### src/hdl/pus_pkg.sv
// ----------------------------------------------------------------------------
// pus_pkg
// shared widths, defaults and register codes for the png scanline unfilter
// ----------------------------------------------------------------------------
package pus_pkg;

	// default sizes, handed to the top level parameters
	localparam int MAX_LINE_BYTES_DEF = 8192;
	localparam int MAX_BPP_DEF        = 8;

	// fixed field widths
	localparam int PIX_W     = 8;
	localparam int ROW_W     = 16;
	localparam int COLIDX_W  = 13;
	localparam int BPP_REG_W = 4;
	localparam int LB_REG_W  = 14;
	localparam int REM_W     = 3;   // remainder of a division by at most eight

	// stream packing
	localparam int IN_DATA_W  = 8;
	localparam int OUT_DATA_W = 40;

	// configuration port
	localparam int CFG_IDX_W  = 1;
	localparam int CFG_DATA_W = LB_REG_W;
	localparam logic [CFG_IDX_W-1:0] CFG_BPP = 1'b0;
	localparam logic [CFG_IDX_W-1:0] CFG_LB  = 1'b1;

	localparam logic [BPP_REG_W-1:0] BPP_RST = 4'd4;
	localparam logic [LB_REG_W-1:0]  LB_RST  = 14'd4;

	// status of the pixel slot recompute unit
	typedef struct packed {
		logic             busy;
		logic             done;
		logic [REM_W-1:0] rem;
	} mod_status_t;

endpackage

### src/hdl/pus_slot_mod.sv
// ----------------------------------------------------------------------------
// pus_slot_mod
// bit-serial remainder of the column by the pixel size, one bit per cycle
// ----------------------------------------------------------------------------
module pus_slot_mod
	import pus_pkg::*;
#(
	parameter int DIV_W = $clog2(MAX_LINE_BYTES_DEF)
) (
	input  logic                 clk,
	input  logic                 arst_n,
	input  logic                 start,
	input  logic [DIV_W-1:0]     dividend,
	input  logic [BPP_REG_W-1:0] divisor,
	output mod_status_t          status
);

	localparam int CNT_W = $clog2(DIV_W + 1);

	logic [CNT_W-1:0] cnt_q;
	logic [DIV_W-1:0] shift_q;
	logic [REM_W-1:0] rem_q;
	logic             done_q;
	logic [REM_W:0]   trial;
	logic [REM_W:0]   dvs;

	assign trial = {rem_q, shift_q[DIV_W-1]};
	assign dvs   = (REM_W + 1)'(divisor);

	always_ff @(posedge clk or negedge arst_n) begin
		if (!arst_n) begin
			cnt_q  <= '0;
			done_q <= 1'b0;
		end else if (start) begin
			cnt_q  <= CNT_W'(DIV_W);
			done_q <= 1'b0;
		end else begin
			done_q <= (cnt_q == CNT_W'(1));
			if (cnt_q != '0) begin
				cnt_q <= cnt_q - CNT_W'(1);
			end
		end
	end

	always_ff @(posedge clk) begin
		if (start) begin
			shift_q <= dividend;
			rem_q   <= '0;
		end else if (cnt_q != '0) begin
			shift_q <= {shift_q[DIV_W-2:0], 1'b0};
			if (trial >= dvs) begin
				rem_q <= REM_W'(trial - dvs);
			end else begin
				rem_q <= REM_W'(trial);
			end
		end
	end

	assign status.busy = (cnt_q != '0) || done_q;
	assign status.done = done_q;
	assign status.rem  = rem_q;

endmodule
### config.mk
export PLATFORM = sky130hd
export DESIGN_NAME = pus_slot_mod
export DESIGN_NICKNAME = d
export VERILOG_FILES = /design/src/hdl/pus_pkg.sv /design/src/hdl/pus_slot_mod.sv
export SDC_FILE = /design/constraint.sdc
export NUM_CORES = 1
export LEC_CHECK = 0
export ABC_AREA = 1
export BUFFER_PORTS_ARGS = -buffer_cell sky130_fd_sc_hd__clkbuf_2
export CAP_MARGIN = 20
export CORE_MARGIN = 4
export CORE_UTILIZATION = 40
export CTS_BUF_LIST = sky130_fd_sc_hd__clkbuf_4 sky130_fd_sc_hd__clkbuf_8
export DETAILED_ROUTE_END_ITERATION = 7
export PLACE_DENSITY = 0.71
export SYNTH_ARGS = -nofsm -noshare
export SYNTH_HDL_FRONTEND = slang
export SYNTH_SLANG_ARGS = --single-unit
### constraint.sdc
create_clock -name clk -period 4 [get_ports clk]
set_clock_uncertainty 0.05 [all_clocks]
set_input_delay 1.2 -clock clk [delete_from_list [all_inputs] [get_ports clk]]
set_output_delay 1.2 -clock clk [all_outputs]
set_load 0.02 [all_outputs]
# Word-level counts from Yosys, hierarchy flattened
# Index checks and enable logic that the tools add are counted.
# totals
wordCells	17
ram_bits	0
ff_bits	21
out_inout_bits	5
memories	0
inputBits	20
latch_bits	0
mem_bits_ro	0
# classes
n_addsub	2
multipliers	0
muxes	6
div_mod_pow	0
order_cmp	1
n_reduce_logical	3
bitwise_logic	0
n_shift	0
n_eq_ne	1
# op_table
op	n
13-bit 2-to-1 mux	2
4-bit 2-to-1 mux	2
4-bit by 1-bit equality test with 1-bit output (second input constant)	1
4-bit greater-or-equal comparator	1
4-bit nonzero test	1
4-bit by 1-bit subtractor with 4-bit output (second input constant)	1
3-bit 2-to-1 mux	1
3-bit subtractor	1
2-bit nonzero test	1
1-bit logical OR	1
1-bit 2-to-1 mux	1

# Logic depth before layout (Yosys ltp)
# depth
ltp_word	3
depth_mapped	9
mapped_depth_nobuf	9

# Worst setup path before layout
# OpenSTA, ideal clock, no wires.
# synth_timing
path_kind	flip-flop to output port
from	reg cnt_q[0]
to	out status[4] (netlist name)
required_time_ns	2.750
path_stages_with_launch	5
path_slack_ns	1.655
n_path_buf	0
arrival_time_ns	1.095
cell_sequence	dfrtp_1 > inv_1 > ha_1 > nand2_4 > or2_1
# synth_lines
item	line	source
start: declaration	pus_slot_mod.sv:20	logic [CNT_W-1:0] cnt_q;
start signal: assignment	pus_slot_mod.sv:35	cnt_q <= CNT_W'(DIV_W);
start signal: assignment	pus_slot_mod.sv:40	cnt_q <= cnt_q - CNT_W'(1);
end: declaration	pus_slot_mod.sv:15	output mod_status_t status

==> run summary <==
outcome: completed
Final Hold Vio Count: 0
Routed Antenna Nets: 0
io pins: 25
CTS tree: yes
Synth area leaders: edfxtp_1 35%, nand2_1 18%, dfrtp_1 11%
layout cells sized above 1: 0.241
CP startpoint: cnt_q[0]
total negative slack: 0 ns
Yosys Warn Count: 0
Synthesized Nets: 149
max frequency: 355 MHz
initial antenna violation count: 0
die area: 3700 sq um
Slowest-stage cell, CP: dfrtp_1
measured slew at the worst slew-check pin: 0.399 ns
Via-to-Cell Ratio: 4.59
diode count: 0
Finish-stage setup viols: 0
most common cell after layout, fill and taps aside: nand2_1
vias in the first global route: 832
Synth Area in Simple Gates: 0.272
crit path DAT: 1.57 ns
Crit Path Max Fanout: 5
initial core utilization: 0.434
clock latency on the worst-skew pair: 0.30 ns
Total GRT Usage: 0.118
share of the synthesized area in the top cell type: 0.350
post-synthesis mux area share: 0
Max clock buf depth: 2
worst r2r path cells: 9
max incr delay on CP: 0.42 ns
Final #Nets: 174
Syn Inst Count: 121
Required @ worst endpoint: 2.75 ns
RSZ-0062 raised after global routing: false
XOR/XNOR Fraction of Synth Area: 0.0157
# hold bufs at CTS: 0
first-pass GRT wire length: 3330 um
Mapped Avg Cell Area: 9.21 sq um
register area share after synthesis: 0.516
Clock Sinks: 21
final wirelength: 1890 um
Tmin final: 2.82 ns
die width: 60.8 um
Worst path top cell family by delay: flip-flops
post-CTS sizing: 0
max-cap check violation count: 0
Hold WS: 0.437 ns
Area Overhead vs Synth: 14.1%
die height: 60.8 um
static leakage: 0.683 nW
crit share post-route: 0.704
critical path depth: 5
CTS H-tree depth: 1
largest net degree at the start of global routing: 17
DR DRC count: 0
hold path cells: 2
Setup CP Type: flip-flop to output port
CTS Buf Count: 3
GRT overflow: 0
FF/Latch Area: 576 sq um
Yosys top cell by area: edfxtp_1
most frequent cells in the layout: 52 x nand2_1, 24 x clkbuf_2, 13 x edfxtp_1, 11 x inv_1, 8 x nand3_1
RR Startpoint: shift_q[12]
#FFs+latches synth: 21
DPL Wire Length: 1490 um
Startpoint Class: flip-flop
via count: 804
Worst Slack Setup Final: 1.18 ns
post-synth cell types: 22
HP Start: rem_q[2]
CTS clock-pin slew for the worst setup and hold paths: 0.12 ns
Iter 0 DRT Violations: 26
largest family of logic cells by synthesized area: simple AND/OR/NAND/NOR gates
FP Rows: 18
CP Capture Type: output port
Layout fillers: 263
DRT Pass-1 Iters: 4
IO buf count: 24
Core Area: 2570 sq um
drt wl/cell: 10.8 um
RD Place Congestion: 0.790
Place WS: 1.47 ns
Max rail drop VDD: 229 uV
Compound-Gate Fraction of Synth Area: 0.0314
relative max-transition margin: 0.734
Pins Over Slew Limit: 0
worst hold path class: flip-flop to flip-flop
crit path buf inv count: 2
Mapped Area: 1110 sq um
Setup Fix Bufs, Post-CTS: 0
clk root buf: clkbuf_4
post-synthesis adder-cell area fraction: 0.0965
multi-input logic area: 463 sq um
cells traversed along the worst timing path: inv_1 -> ha_1 -> nand2_4 -> or2_1 -> clkbuf_2
Power Density: 430 nW/um^2
synth_stat cells:
library cell	instances
nand2_1	52
buf_4	3
nor2_1	2
inv_2	2
xor2_1	1
ha_1	7
nand2_4	2
edfxtp_1	13
nor2_2	1
nand3_1	8
fa_1	1
nor3_1	1
a21oi_1	3
dfrtp_1	5
inv_1	11
xnor2_1	1
o22ai_2	1
dfxtp_1	3
or2_1	1
buf_2	1
o31ai_1	1
nor2_8	1
cells by family (layout without fill, tap and decap cells):
kind of cell	count (synthesis)	after routing
buf+inv	17	41
flops	21	21
xor+xnor	2	2
fa+ha+maj	8	8
simple gates	68	68
compound gates	5	5
registers in the layout, summed over array words and instances, names as in the netlist:
name / count
rem_q: 3
shift_q: 13
done_q: 1
cnt_q: 4
worst register-to-register path, stage by stage (launching register included):
cell and delay (ns):
edfxtp_1 0.34, inv_1 0.05, ha_1 0.18, fa_1 0.40
nand2_1 0.08, nand2_1 0.09, nand2_1 0.12, nand2_1 0.07
nand3_1 0.07, nand2_1 0.05
report_power, final:
group          internal, mW  switching [mW]  total [mW]
combinational        0.0640          0.0990       0.163
clock                0.0373          0.0658       0.103
sequential            0.261          0.0200       0.281
total                 0.362           0.185       0.547
per-layer routing:
metal / vias to the layer above / part of all wire / GRT usage
met5: - / 0 / 0
met3: 0 / 0.057 / 0.0213
met4: 0 / 0 / 0.0464
met2: 21 / 0.48 / 0.212
met1: 353 / 0.46 / 0.138
li1: 430 / - / -
path summary, 6_finish.rpt:
| path | end | slack (ns) |
|---|---|---|
| min in group asynchronous | cnt_q[2] | 0.63 |
| hold reg to reg | rem_q[2] | 0.44 |
| setup reg to reg | rem_q[1] | 2.41 |
| max in group asynchronous | done_q | 3.12 |
| setup / recovery | status[4] | 1.18 |
| hold / removal | rem_q[2] | 0.44 |
layout make-up:
type / instances / area share
Sequential cell: 21 / 0.452
Multi-Input combinational cell: 83 / 0.364
Timing Repair Buffer: 24 / 0.0944
Inverter: 13 / 0.0383
Tap cell: 30 / 0.0295
Clock buffer: 3 / 0.0177
Clock inverter: 1 / 0.00393
per-stage QoR:
| stage | area (sq um) | utilization | instances | power (mW) |
|---|---|---|---|---|
| floorplan | 1110 | - | 121 | 0.402 |
| global placement | 1240 | 0.485 | 171 | 0.441 |
| detailed placement | 1240 | 0.485 | 171 | 0.451 |
| CTS | 1270 | 0.496 | 175 | 0.552 |
| global route | 1270 | 0.496 | 175 | 0.589 |
| finish | 1270 | 0.496 | 175 | 0.547 |
Note: power is estimated with default switching activity, not from simulation.
